[config.mk]
export PLATFORM = sky130hd
export DESIGN_NAME = gcode_line_assembler_checksum_top_flat
export DESIGN_NICKNAME = d
export VERILOG_FILES = /design/src/rtl/core/glac_pkg.sv /design/src/rtl/core/glac_if.sv /design/src/rtl/core/glac_parser.sv /design/src/rtl/core/gcode_line_assembler_checksum_top.sv /design/src/flat_wrapper.sv
export SDC_FILE = /design/constraint.sdc
export NUM_CORES = 1
export LEC_CHECK = 0
export ABC_AREA = 1
export ABC_CLOCK_PERIOD_IN_PS = 4600
export BUFFER_PORTS_ARGS = -buffer_cell sky130_fd_sc_hd__buf_2
export CORE_UTILIZATION = 55
export DETAILED_ROUTE_END_ITERATION = 10
export PLACE_DENSITY_LB_ADDON = 0.05
export SYNTH_ARGS = -nofsm -noshare
export SYNTH_HDL_FRONTEND = slang
export SYNTH_SLANG_ARGS = --single-unit
[constraint.sdc]
create_clock -name clk_i -period 4.6 [get_ports clk_i]
set_input_delay 0.69 -clock clk_i [delete_from_list [all_inputs] [get_ports clk_i]]
set_output_delay 0.69 -clock clk_i [all_outputs]
set_load 0.05 [all_outputs]
[src/rtl/core/glac_pkg.sv]
// Shared types and constants for the G-code line assembler with XOR checksum.
package glac_pkg;

  localparam int unsigned LINE_BYTES_DEF = 256;

  localparam logic [7:0] CH_NUL    = 8'h00;
  localparam logic [7:0] CH_LF     = 8'h0A;
  localparam logic [7:0] CH_CR     = 8'h0D;
  localparam logic [7:0] CH_TAB    = 8'h09;
  localparam logic [7:0] CH_SPACE  = 8'h20;
  localparam logic [7:0] CH_QUOTE  = 8'h22;
  localparam logic [7:0] CH_LPAREN = 8'h28;
  localparam logic [7:0] CH_RPAREN = 8'h29;
  localparam logic [7:0] CH_STAR   = 8'h2A;
  localparam logic [7:0] CH_SEMI   = 8'h3B;
  localparam logic [7:0] CH_ZERO   = 8'h30;
  localparam logic [7:0] CH_NINE   = 8'h39;
  localparam logic [7:0] CH_UPPER_N = 8'h4E;
  localparam logic [7:0] CH_LOWER_N = 8'h6E;
  localparam logic [7:0] CH_ERROR  = 8'h7F;

  localparam logic [8:0] DECL_SUM_MAX = 9'd256;

  typedef enum logic {
    KIND_CHAR    = 1'b0,
    KIND_VERDICT = 1'b1
  } kind_e;

  typedef enum logic [2:0] {
    VERD_ACCEPT   = 3'd0,
    VERD_RESEND   = 3'd1,
    VERD_BAD_SUM  = 3'd2,
    VERD_MISSING  = 3'd3,
    VERD_OVERFLOW = 3'd4
  } verdict_e;

  typedef struct packed {
    kind_e      item_kind;
    logic [7:0] char_value;
    logic [7:0] char_position;
    verdict_e   verdict;
    logic [31:0] line_number;
    logic [8:0] line_length;
    logic [7:0] indent;
  } res_t;

endpackage

[src/rtl/core/glac_if.sv]
// Valid/ready channel interfaces for text bytes in and line items out.
interface glac_in_if;
  logic       valid;
  logic       ready;
  logic [7:0] rx_byte;
  logic       top_level;

  modport source (output valid, output rx_byte, output top_level, input ready);
  modport sink   (input valid, input rx_byte, input top_level, output ready);
endinterface

interface glac_out_if;
  logic        valid;
  logic        ready;
  logic        item_kind;
  logic [7:0]  char_value;
  logic [7:0]  char_position;
  logic [2:0]  verdict;
  logic [31:0] line_number;
  logic [8:0]  line_length;
  logic [7:0]  indent;

  modport source (output valid, output item_kind, output char_value, output char_position,
                  output verdict, output line_number, output line_length, output indent,
                  input ready);
  modport sink   (input valid, input item_kind, input char_value, input char_position,
                  input verdict, input line_number, input line_length, input indent,
                  output ready);
endinterface

[src/rtl/core/glac_parser.sv]
// Per-line parse state and the single-byte update that yields at most one item.
module glac_parser #(
  parameter int unsigned LINE_BYTES = glac_pkg::LINE_BYTES_DEF
) (
  input  logic             clk_i,
  input  logic             rst_ni,
  input  logic             step_i,
  input  logic [7:0]       byte_i,
  input  logic             top_i,
  input  logic             req_sum_i,
  output logic             res_valid_o,
  output glac_pkg::res_t   res_o
);
  import glac_pkg::*;

  localparam int unsigned KW = $clog2(LINE_BYTES + 1);
  localparam logic [KW-1:0] KEPT_MAX = KW'(LINE_BYTES);

  typedef enum logic [2:0] {
    PH_START   = 3'd0,
    PH_NUMBER  = 3'd1,
    PH_SPACE   = 3'd2,
    PH_CODE    = 3'd3,
    PH_COMMENT = 3'd4,
    PH_QUOTE   = 3'd5,
    PH_SUM     = 3'd6,
    PH_DISCARD = 3'd7
  } phase_e;

  phase_e       phase_q, phase_d;
  logic [KW-1:0] kept_q, kept_d;
  logic [7:0]   xor_q, xor_d;
  logic [8:0]   decl_q, decl_d;
  logic [31:0]  num_q, num_d;
  logic         saw_num_q, saw_num_d;
  logic         saw_sum_q, saw_sum_d;
  logic [7:0]   indent_q, indent_d;
  logic [31:0]  line_cnt_q, line_cnt_d;

  logic         is_eol, is_ws, is_digit, is_n;
  phase_e       eff;
  logic [3:0]   digit;
  logic [11:0]  decl_next;
  logic         do_store, clear;
  logic         bad, missing;
  verdict_e     verd;
  logic [31:0]  verd_num;

  assign is_eol   = (byte_i == CH_NUL) || (byte_i == CH_LF) || (byte_i == CH_CR);
  assign is_ws    = (byte_i == CH_SPACE) || (byte_i == CH_TAB);
  assign is_digit = (byte_i >= CH_ZERO) && (byte_i <= CH_NINE);
  assign is_n     = (byte_i == CH_UPPER_N) || (byte_i == CH_LOWER_N);
  assign digit    = byte_i[3:0];
  assign decl_next = {decl_q, 3'b000} + {2'b00, decl_q, 1'b0} + {8'd0, digit};

  always_comb begin
    phase_d    = phase_q;
    kept_d     = kept_q;
    xor_d      = xor_q;
    decl_d     = decl_q;
    num_d      = num_q;
    saw_num_d  = saw_num_q;
    saw_sum_d  = saw_sum_q;
    indent_d   = indent_q;
    line_cnt_d = line_cnt_q;
    res_valid_o = 1'b0;
    res_o      = '0;
    do_store   = 1'b0;
    clear      = 1'b0;
    eff        = phase_q;
    bad        = saw_sum_q && ({1'b0, xor_q} != decl_q);
    missing    = req_sum_i && !saw_sum_q && top_i;
    verd       = VERD_ACCEPT;
    verd_num   = saw_num_q ? num_q : line_cnt_q;

    if (is_eol) begin
      clear = 1'b1;
      if (kept_q != '0) begin
        if (kept_q >= KEPT_MAX) begin
          verd = VERD_OVERFLOW;
        end else if (bad) begin
          verd = saw_num_q ? VERD_RESEND : VERD_BAD_SUM;
        end else if (missing) begin
          verd = VERD_MISSING;
        end else begin
          verd = VERD_ACCEPT;
        end
        if (verd == VERD_ACCEPT || verd == VERD_RESEND) begin
          line_cnt_d = saw_num_q ? num_q : line_cnt_q + 32'd1;
          verd_num   = line_cnt_d;
        end
        res_valid_o       = 1'b1;
        res_o.item_kind   = KIND_VERDICT;
        res_o.verdict     = verd;
        res_o.line_number = verd_num;
        res_o.line_length = 9'(kept_q);
        res_o.indent      = indent_q;
      end
    end else begin
      if (byte_i == CH_ERROR && phase_q != PH_DISCARD) begin
        kept_d = '0;
        eff    = PH_DISCARD;
      end
      if (eff == PH_START && !is_n && !is_ws) begin
        eff = PH_CODE;
      end
      if (eff == PH_NUMBER && !is_digit) begin
        eff = is_ws ? PH_SPACE : PH_CODE;
      end
      if (eff == PH_SPACE && !is_ws) begin
        eff = PH_CODE;
      end
      phase_d = eff;
      unique case (eff)
        PH_START: begin
          xor_d = xor_q ^ byte_i;
          if (is_n) begin
            saw_num_d = 1'b1;
            num_d     = '0;
            phase_d   = PH_NUMBER;
          end else if (indent_q != 8'hFF) begin
            indent_d = indent_q + 8'd1;
          end
        end
        PH_NUMBER: begin
          xor_d = xor_q ^ byte_i;
          num_d = {num_q[28:0], 3'b000} + {num_q[30:0], 1'b0} + {28'd0, digit};
        end
        PH_SPACE: begin
          xor_d = xor_q ^ byte_i;
        end
        PH_CODE: begin
          if (byte_i == CH_STAR) begin
            decl_d    = '0;
            saw_sum_d = 1'b1;
            phase_d   = PH_SUM;
          end else if (byte_i == CH_SEMI) begin
            phase_d = PH_DISCARD;
          end else if (byte_i == CH_LPAREN) begin
            xor_d   = xor_q ^ byte_i;
            phase_d = PH_COMMENT;
          end else begin
            do_store = 1'b1;
            if (byte_i == CH_QUOTE) begin
              phase_d = PH_QUOTE;
            end
          end
        end
        PH_COMMENT: begin
          xor_d = xor_q ^ byte_i;
          if (byte_i == CH_RPAREN) begin
            phase_d = PH_CODE;
          end
        end
        PH_QUOTE: begin
          do_store = 1'b1;
          if (byte_i == CH_QUOTE) begin
            phase_d = PH_CODE;
          end
        end
        PH_SUM: begin
          if (is_digit) begin
            decl_d = (decl_next > 12'(DECL_SUM_MAX)) ? DECL_SUM_MAX : decl_next[8:0];
          end else begin
            phase_d = PH_DISCARD;
          end
        end
        PH_DISCARD: begin
        end
        default: begin
        end
      endcase
      if (do_store) begin
        xor_d = xor_q ^ byte_i;
        if (kept_q < KEPT_MAX) begin
          res_valid_o         = 1'b1;
          res_o.item_kind     = KIND_CHAR;
          res_o.char_value    = byte_i;
          res_o.char_position = 8'(kept_q);
          kept_d              = kept_q + KW'(1);
        end
      end
    end

    if (clear) begin
      phase_d   = PH_START;
      kept_d    = '0;
      xor_d     = '0;
      decl_d    = '0;
      num_d     = '0;
      saw_num_d = 1'b0;
      saw_sum_d = 1'b0;
      indent_d  = '0;
    end
  end

  always_ff @(posedge clk_i or negedge rst_ni) begin
    if (!rst_ni) begin
      phase_q    <= PH_START;
      kept_q     <= '0;
      xor_q      <= '0;
      decl_q     <= '0;
      num_q      <= '0;
      saw_num_q  <= 1'b0;
      saw_sum_q  <= 1'b0;
      indent_q   <= '0;
      line_cnt_q <= '0;
    end else if (step_i) begin
      phase_q    <= phase_d;
      kept_q     <= kept_d;
      xor_q      <= xor_d;
      decl_q     <= decl_d;
      num_q      <= num_d;
      saw_num_q  <= saw_num_d;
      saw_sum_q  <= saw_sum_d;
      indent_q   <= indent_d;
      line_cnt_q <= line_cnt_d;
    end
  end

endmodule

[src/rtl/core/gcode_line_assembler_checksum_top.sv]
// Top level of the G-code line assembler: input register, parser, result register.
//
//   channel   dir   handshake       payload
//   in_i      in    valid/ready     rx_byte, top_level
//   out_o     out   valid/ready     item_kind, char_value, char_position, verdict,
//                                   line_number, line_length, indent
//   cfg       in    cfg_we_i        cfg_wdata_i (require_checksum)
//
// One byte per cycle sustained while the output is not stalled; a byte is held in
// the input register and, when it advances, its item (if any) is registered into the
// result register. The parse update is combinational logic between the two registers.
// Reset clears all line state, the line counter and require_checksum. A stalled output
// holds; the input register keeps filling while the result register is free or being taken.
module gcode_line_assembler_checksum_top #(
  parameter int unsigned LINE_BYTES = glac_pkg::LINE_BYTES_DEF
) (
  input  logic         clk_i,
  input  logic         rst_ni,
  input  logic         cfg_we_i,
  input  logic         cfg_wdata_i,
  glac_in_if.sink      in_i,
  glac_out_if.source   out_o
);
  import glac_pkg::*;

  logic       in_vld_q;
  logic [7:0] in_byte_q;
  logic       in_top_q;
  logic       out_vld_q;
  res_t       out_q;
  logic       req_sum_q;
  logic       advance;
  logic       res_valid;
  res_t       res;

  assign advance  = in_vld_q && (!out_vld_q || out_o.ready);
  assign in_i.ready = !in_vld_q || advance;

  glac_parser #(
    .LINE_BYTES (LINE_BYTES)
  ) u_parser (
    .clk_i       (clk_i),
    .rst_ni      (rst_ni),
    .step_i      (advance),
    .byte_i      (in_byte_q),
    .top_i       (in_top_q),
    .req_sum_i   (req_sum_q),
    .res_valid_o (res_valid),
    .res_o       (res)
  );

  always_ff @(posedge clk_i or negedge rst_ni) begin
    if (!rst_ni) begin
      req_sum_q <= 1'b0;
    end else if (cfg_we_i) begin
      req_sum_q <= cfg_wdata_i;
    end
  end

  always_ff @(posedge clk_i or negedge rst_ni) begin
    if (!rst_ni) begin
      in_vld_q <= 1'b0;
    end else if (in_i.ready) begin
      in_vld_q <= in_i.valid;
    end
  end

  always_ff @(posedge clk_i) begin
    if (in_i.valid && in_i.ready) begin
      in_byte_q <= in_i.rx_byte;
      in_top_q  <= in_i.top_level;
    end
  end

  always_ff @(posedge clk_i or negedge rst_ni) begin
    if (!rst_ni) begin
      out_vld_q <= 1'b0;
    end else if (advance) begin
      out_vld_q <= res_valid;
    end else if (out_o.ready) begin
      out_vld_q <= 1'b0;
    end
  end

  always_ff @(posedge clk_i) begin
    if (advance && res_valid) begin
      out_q <= res;
    end
  end

  assign out_o.valid         = out_vld_q;
  assign out_o.item_kind     = out_q.item_kind;
  assign out_o.char_value    = out_q.char_value;
  assign out_o.char_position = out_q.char_position;
  assign out_o.verdict       = out_q.verdict;
  assign out_o.line_number   = out_q.line_number;
  assign out_o.line_length   = out_q.line_length;
  assign out_o.indent        = out_q.indent;

endmodule
[src/flat_wrapper.sv]
// flat-port wrapper written by rule: the top's interface ports become plain ports
module gcode_line_assembler_checksum_top_flat import glac_pkg::*;
#(
  parameter int unsigned LINE_BYTES = glac_pkg::LINE_BYTES_DEF
)
  (clk_i, rst_ni, cfg_we_i, cfg_wdata_i, in_i_valid, in_i_rx_byte, in_i_top_level, in_i_ready, out_o_valid, out_o_item_kind, out_o_char_value, out_o_char_position, out_o_verdict, out_o_line_number, out_o_line_length, out_o_indent, out_o_ready);
  glac_in_if in_i_i ();
  glac_out_if out_o_i ();
  input  logic clk_i;
  input  logic rst_ni;
  input  logic cfg_we_i;
  input  logic cfg_wdata_i;
  input wire logic [$bits(in_i_i.valid)-1:0] in_i_valid;
  input wire logic [$bits(in_i_i.rx_byte)-1:0] in_i_rx_byte;
  input wire logic [$bits(in_i_i.top_level)-1:0] in_i_top_level;
  output wire logic [$bits(in_i_i.ready)-1:0] in_i_ready;
  output wire logic [$bits(out_o_i.valid)-1:0] out_o_valid;
  output wire logic [$bits(out_o_i.item_kind)-1:0] out_o_item_kind;
  output wire logic [$bits(out_o_i.char_value)-1:0] out_o_char_value;
  output wire logic [$bits(out_o_i.char_position)-1:0] out_o_char_position;
  output wire logic [$bits(out_o_i.verdict)-1:0] out_o_verdict;
  output wire logic [$bits(out_o_i.line_number)-1:0] out_o_line_number;
  output wire logic [$bits(out_o_i.line_length)-1:0] out_o_line_length;
  output wire logic [$bits(out_o_i.indent)-1:0] out_o_indent;
  input wire logic [$bits(out_o_i.ready)-1:0] out_o_ready;
  assign in_i_i.valid = in_i_valid;
  assign in_i_i.rx_byte = in_i_rx_byte;
  assign in_i_i.top_level = in_i_top_level;
  assign in_i_ready = in_i_i.ready;
  assign out_o_valid = out_o_i.valid;
  assign out_o_item_kind = out_o_i.item_kind;
  assign out_o_char_value = out_o_i.char_value;
  assign out_o_char_position = out_o_i.char_position;
  assign out_o_verdict = out_o_i.verdict;
  assign out_o_line_number = out_o_i.line_number;
  assign out_o_line_length = out_o_i.line_length;
  assign out_o_indent = out_o_i.indent;
  assign out_o_i.ready = out_o_ready;
  gcode_line_assembler_checksum_top #(.LINE_BYTES(LINE_BYTES)) u_core (.clk_i(clk_i), .rst_ni(rst_ni), .cfg_we_i(cfg_we_i), .cfg_wdata_i(cfg_wdata_i), .in_i(in_i_i), .out_o(out_o_i));
endmodule
-- Word-level counts from Yosys, hierarchy flattened
Index checks and enable logic that the tools add are counted.
- reductions and logical operators: 50
- mux-type cells: 77
- equality and inequality tests: 32
- add/subtract/negate cells: 7
- bitwise logic cells: 3
- $lt $le $gt $ge: 5
- operator list (kind ; number):
    $mux 32 ; 6
    $mux 9 ; 10
    $mux 8 ; 11
    $pmux 32 s2 ; 1
    $mux 3 ; 21
    $eq 8x6->1 const B ; 6
    $add 32x1->32 const B ; 1
    $add 32x32->32 ; 1
    $add 32x4->32 ; 1
    $eq 8x4->1 const B ; 3
    $eq 8x7->1 const B ; 3
    $mux 1 ; 21
    $pmux 9 s2 ; 1
    $pmux 8 s2 ; 1
    $reduce_and 4->1 ; 4
    $pmux 3 s5 ; 1
    $add 12x10->12 ; 1
    $add 12x4->12 ; 1
    $gt 12x9->1 const B ; 1
    $logic_and 1x1->1 ; 12
    $ne 3x3->1 const B ; 4
    $ne 4x4->1 const B ; 3
    $reduce_bool 2->1 ; 6
    $reduce_and 5->1 ; 2
    other kinds (27) ; 52
- output and inout bits: 71
- input port bits: 15
- logic and storage cells: 195
- register bits after elaboration: 184

-- Depth between registers and ports, before layout
- depth in word-level cells: 24
- gate-level depth with buffers: 18
- depth with buffers taken out: 17

-- Hierarchy
From an unflattened synthesis, not the netlist that was laid out.
- cells, all modules: 1611
- area, all modules: 12495.7 sq um
- by module, submodules not included (module ; area an instance (sq um) ; cells an instance ; instances ; seq. area each (sq um)):
    glac_parser ; 10004.6 ; 1514 ; 1 ; 2577.5
    gcode_line_assembler_checksum_top ; 2491.1 ; 97 ; 1 ; 2417.3

-- Worst setup path after synthesis
No wires, ideal clock.
- path kind: register to register
- from: register u_core.in_byte_q[3]
- to: register u_core.out_q (netlist bit u_core.out_o.char_position[0]) (enable)
- slack: 1.009 ns
- stages on the path, launching flop included: 13
- path buffers: 0
- data required time: 4.171 ns
- clock period less this slack: 3.591 ns
- library setup time: 0.429 ns
- data arrival time: 3.162 ns
- path through: edfxtp_1 -> nand2_1 -> nor2_4 -> nand3_4 -> nand2_1 -> inv_1 -> nand3_2 -> nand2_2 -> o21ai_4 -> nand3_2 -> inv_2 -> nand2_1 -> nand2_1
- longest elaborated chain between the ends: 23
- elaborated cells between the ends (all ways): 48
- classes of those cells: order compare: 2; eq/ne: 14; mux: 16; reduce/logical: 16
- RTL lines (item ; line ; text):
    start: declaration ; gcode_line_assembler_checksum_top.sv:27 ; logic [7:0] in_byte_q;
    start signal: assignment ; gcode_line_assembler_checksum_top.sv:70 ; in_byte_q <= in_i.rx_byte;
    $eq 8x7->1 ; glac_parser.sv:100 ; if (byte_i == CH_ERROR && phase_q != PH_DISCARD) begin
    $logic_and 1x1->1 ; glac_parser.sv:100 ;
    $mux 3 ; glac_parser.sv:100 ;
    $mux 3 ; glac_parser.sv:76 ; if (is_eol) begin
    $logic_not 3->1 ; glac_parser.sv:104 ; if (eff == PH_START && !is_n && !is_ws) begin
    $logic_and 1x1->1 (2 in a row) ; glac_parser.sv:104 ;
    $mux 3 ; glac_parser.sv:104 ;
    $mux 3 ; glac_parser.sv:76 ;
    [6 not listed] ; -- ;
    $mux 3 ; glac_parser.sv:110 ; if (eff == PH_SPACE && !is_ws) begin
    $mux 3 ; glac_parser.sv:76 ;
    $eq 3x3->1 or $eq 3x2->1 (tied branches) ; glac_parser.sv:114 ; unique case (eff)
    $pmux 1 s2 ; glac_parser.sv:114 ;
    $mux 1 ; glac_parser.sv:76 ;
    $mux 1 ; glac_parser.sv:173 ; if (do_store) begin
    $mux 1 * ; glac_parser.sv:76 ;
    $logic_and 1x1->1 * ; gcode_line_assembler_checksum_top.sv:86 ; if (advance && res_valid) begin
    end signal: assignment ; gcode_line_assembler_checksum_top.sv:87 ; out_q <= res;
    end: declaration ; gcode_line_assembler_checksum_top.sv:30 ; res_t out_q;
Every way passes the cells marked *; elsewhere a longest branch is shown, timed or not. The select of a mux whose other input is x is not followed.
A chain may end at the register's enable or synchronous reset.

-- Worst setup path after layout
- from: register u_core.in_byte_q[3]
- to: register u_core.out_q (netlist bit u_core.out_o.line_number[14]) (enable)
Same word-level chain as after synthesis.

==> results.sh <==
export IMPL_critical_path_buf_inv_count=1
export IMPL_critical_path_max_fanout=69
export IMPL_rsz0062_at_grt="no"
export IMPL_fin_crit_sh=0.695
export IMPL_avgRoutedWirePerCell_um=16.2
export IMPL_ios=86
export IMPL_cp_cell_sequence="nand2_1, nor2_4, nand3_4, nand2_4, nor2_2, nand2_4, nand2_4, nor2_8, nand2_2, o21ai_4, nand3_2, inv_2, nand2_1, nand2_4"
export IMPL_place_area_mm2=0.0128
export IMPL_internal_power_uw=3950
export IMPL_synth_async_reset_ratio=0.576
export IMPL_drive_above_1_share=0.123
export IMPL_cp_top_family="simple AND/OR/NAND/NOR gates"
export IMPL_post_cts_buffers=0
export IMPL_cts_tree="built"
export IMPL_drtIter0Drc=857
export IMPL_crit_end="u_core.out_o.line_number[14]$_SDFFCE_PN0P_"
export IMPL_diodes=0
export IMPL_critPathCaptureType="flop"
export IMPL_critPathLaunch="u_core.in_byte_q[3]$_DFFE_PP_"
export IMPL_start_kind="flop"
export IMPL_crit_slowest_cell="nand2_4"
export IMPL_crit_top_cell="nand2_4"
export IMPL_numCtsBuffers=17
export IMPL_clkPwrFrac=0.190
export IMPL_insertion_delay_ps=440
export IMPL_vias_per_cell=5.57
export IMPL_yosysSeqAreaShare=0.409
export IMPL_netlist_area_leader_share=0.217
export IMPL_mostFrequentLayoutCell="nand2_1"
export IMPL_dieArea_mm2=0.0228
export IMPL_regToRegSetupSlack_ps=1410
export IMPL_gr_total_overflow=0
export IMPL_coreArea_mm2=0.0218
export IMPL_ff2ff_path_depth=14
export IMPL_required_ps=4650
export IMPL_finalNetCount=1725
export IMPL_ctsLongestPathBuffers=2
export IMPL_ys_warn_count=0
export IMPL_die_y_um=151
export IMPL_clkTransAtPathRegs_ps=70
export IMPL_maxCapViolations=0
export IMPL_antenna_found_initial=0
export IMPL_hpwlAfterDp_mm=23.3
export IMPL_root_buffer="clkbuf_16"
export IMPL_power_switching_uw=3570
export IMPL_ys_ff_latch=184
export IMPL_reg2reg_from="u_core.in_byte_q[3]$_DFFE_PP_"
export IMPL_drt_pass1_iter_count=5
export IMPL_critPathMaxStageDelay_ps=690
export IMPL_p_per_area_mw_per_mm2=561
export IMPL_clock_sinks=184
export IMPL_final_area_mm2=0.0134
export IMPL_cp_num_cells=14
export IMPL_ctsResizeCount=0
export IMPL_period_needed_ps=3190
export IMPL_power_frac_comb=0.474
export IMPL_num_vias=10700
export IMPL_rows=54
export IMPL_netlist_area_mm2=0.0122
export IMPL_wl_mm=31.1
export IMPL_worst_pin_slew_ps=1140
export IMPL_yosysUniqueCellTypes=52
export IMPL_setup_viol=0
export IMPL_ant_nets=0
export IMPL_yosys_area_top_type="dfrtp_1"
export IMPL_portBuffers=85
export IMPL_synth_nets=1655
export IMPL_path_class="reg2reg"
export IMPL_grt_usage=0.288
export IMPL_p_seq_frac=0.337
export IMPL_syn_to_final_growth_pct=9.80
export IMPL_grt_pass1_wl_mm=51.0
export IMPL_finalHoldViolCount=0
export IMPL_arrival_ps=3250
export IMPL_leakage_uw=0.00637
export IMPL_finalPower_uw=7520
export IMPL_r2r_end="u_core.out_o.line_number[14]$_SDFFCE_PN0P_"
export IMPL_avgSynthCellArea_um2=7.84
export IMPL_fin_skew_ps=14.0
export IMPL_initial_core_util=0.559
export IMPL_grt_pass1_vias=9894
export IMPL_yosys_top_cells_area="dfrtp_1 22%, edfxtp_1 19%, nand2_1 12%, ha_1 8.1%, o21ai_0 5.5%"
export IMPL_synth_edff_count=78
export IMPL_final_cell_mix="388 x nand2_1, 146 x inv_1, 146 x nor2_1"
export IMPL_final_max_slew_viol_count=0
export IMPL_cts_max_level=4
export IMPL_min_path_type="in2async"
export IMPL_irDropWorstVdd_v=0.000343
export IMPL_slew_headroom=0.235
export IMPL_gp_congestion=0.964
export IMPL_synth_flop_cell="dfrtp_1"
export IMPL_status="complete, no violations"
export IMPL_drc=0
export IMPL_grt_max_degree=70
export IMPL_fmax_ghz=0.313
export IMPL_holdBufCountCts=0
export IMPL_fp_dieW_um=151
export IMPL_synthCells=1557
export IMPL_swShare=0.474
export IMPL_final_setup_tns_ps=0
[worst min-delay path by stage]
stage                                               startpoint                                         end  slack [ps]  cells after the start
detailed placement  u_core.u_parser.line_cnt_q[31]$_DFFE_PN0P_  u_core.u_parser.line_cnt_q[31]$_DFFE_PN0P_         490                      2
floorplan                                               rst_ni                 u_core.in_vld_q$_DFFE_PN0N_         390                      0
CTS                                                     rst_ni     u_core.u_parser.indent_q[5]$_DFFE_PN0P_         390                      1
global route                                   in_i_rx_byte[7]               u_core.in_byte_q[7]$_DFFE_PP_         410                      1
finish                                                  rst_ni     u_core.u_parser.indent_q[4]$_DFFE_PN0P_         350                      1
global placement    u_core.u_parser.line_cnt_q[31]$_DFFE_PN0P_  u_core.u_parser.line_cnt_q[31]$_DFFE_PN0P_         470                      2
[per-layer routing]
layer,track usage,vias to the layer above,routed length [um]
met3,0.0401,35,1660
met1,0.435,4960,15500
met4,0.0785,0,470
met5,0,-,0
li1,-,5375,-
met2,0.428,330,13500
[power by group through the flow]
stage	Clock (uW)	Sequential (uW)	Combinational, uW
2_1_floorplan	0	3110	2220
4_1_cts	1440	2530	3570
5_1_grt	1510	2590	3960
6_report	1430	2530	3560
3_3_place_gp	0	2550	3510
3_5_place_dp	0	2560	3560
[cell families after synthesis]
group / share of synthesized area
buffers and inverters: 0.0663
XOR/XNOR: 0.0208
multiplexers: 0.00338
AO/OA/AOI/OAI: 0.142
adder cells (fa/ha/maj): 0.0875
flip-flops: 0.409
AND/OR/NAND/NOR: 0.270
[state kept, by name, summed over array words and instances (netlist names), 9 cells and up]
register,flops
u_core.out_o.line_length,9
u_core.out_o.line_number,32
u_core.u_parser.decl_q,9
u_core.u_parser.kept_q,9
u_core.u_parser.line_cnt_q,32
u_core.u_parser.num_q,32
[synth_stat cells, types with 4 or more instances]
cell type	count
o21ai_1	31
a21oi_1	98
inv_2	12
nor2_4	4
or2_2	4
o211ai_1	7
nor2_2	14
ha_1	79
xnor2_1	17
o21ai_2	9
buf_6	4
nor4_1	6
buf_4	6
o21ai_0	134
xor2_1	12
nand3_2	5
edfxtp_1	78
dfrtp_1	106
buf_1	4
inv_1	146
nand3_1	76
nor2_1	146
nand2_4	8
nor3_1	33
nand2_1	389
o21a_1	6
fa_1	4
nand2_2	13
o31ai_1	6
nand4_1	34
o21bai_1	7
clkbuf_1	24
[worst reg2reg max path, delay by kind of cell, from the launching register on]
| family | cells | cell delay [ps] |
|---|---|---|
| AOI/OAI and AO/OA | 1 | 100 |
| buffers and inverters | 1 | 90 |
| DFF | 1 | 520 |
| and+or+nand+nor | 12 | 2070 |
[final cells by class]
cell class,count,area [um2]
clock inverter,7,56.3
timing repair buffer,92,480
sequential,184,4990
fill,1984,8420
clock buffer,25,512
inverter,159,599
multi-input combinational,1173,6410
tap,280,350
[stage by stage]
step / setup slack [ps] / utilization / cells / hold WS (ps)
after CTS: 1390 / 0.614 / 1920 / 393
final: 1410 / 0.614 / 1920 / 349
after detailed placement: 1420 / 0.588 / 1888 / 487
after global placement: 1470 / 0.588 / 1888 / 473
after floorplan: 1010 / - / 1557 / 394
after global routing: 1130 / 0.614 / 1920 / 411
(Power assumes the default switching activity.)
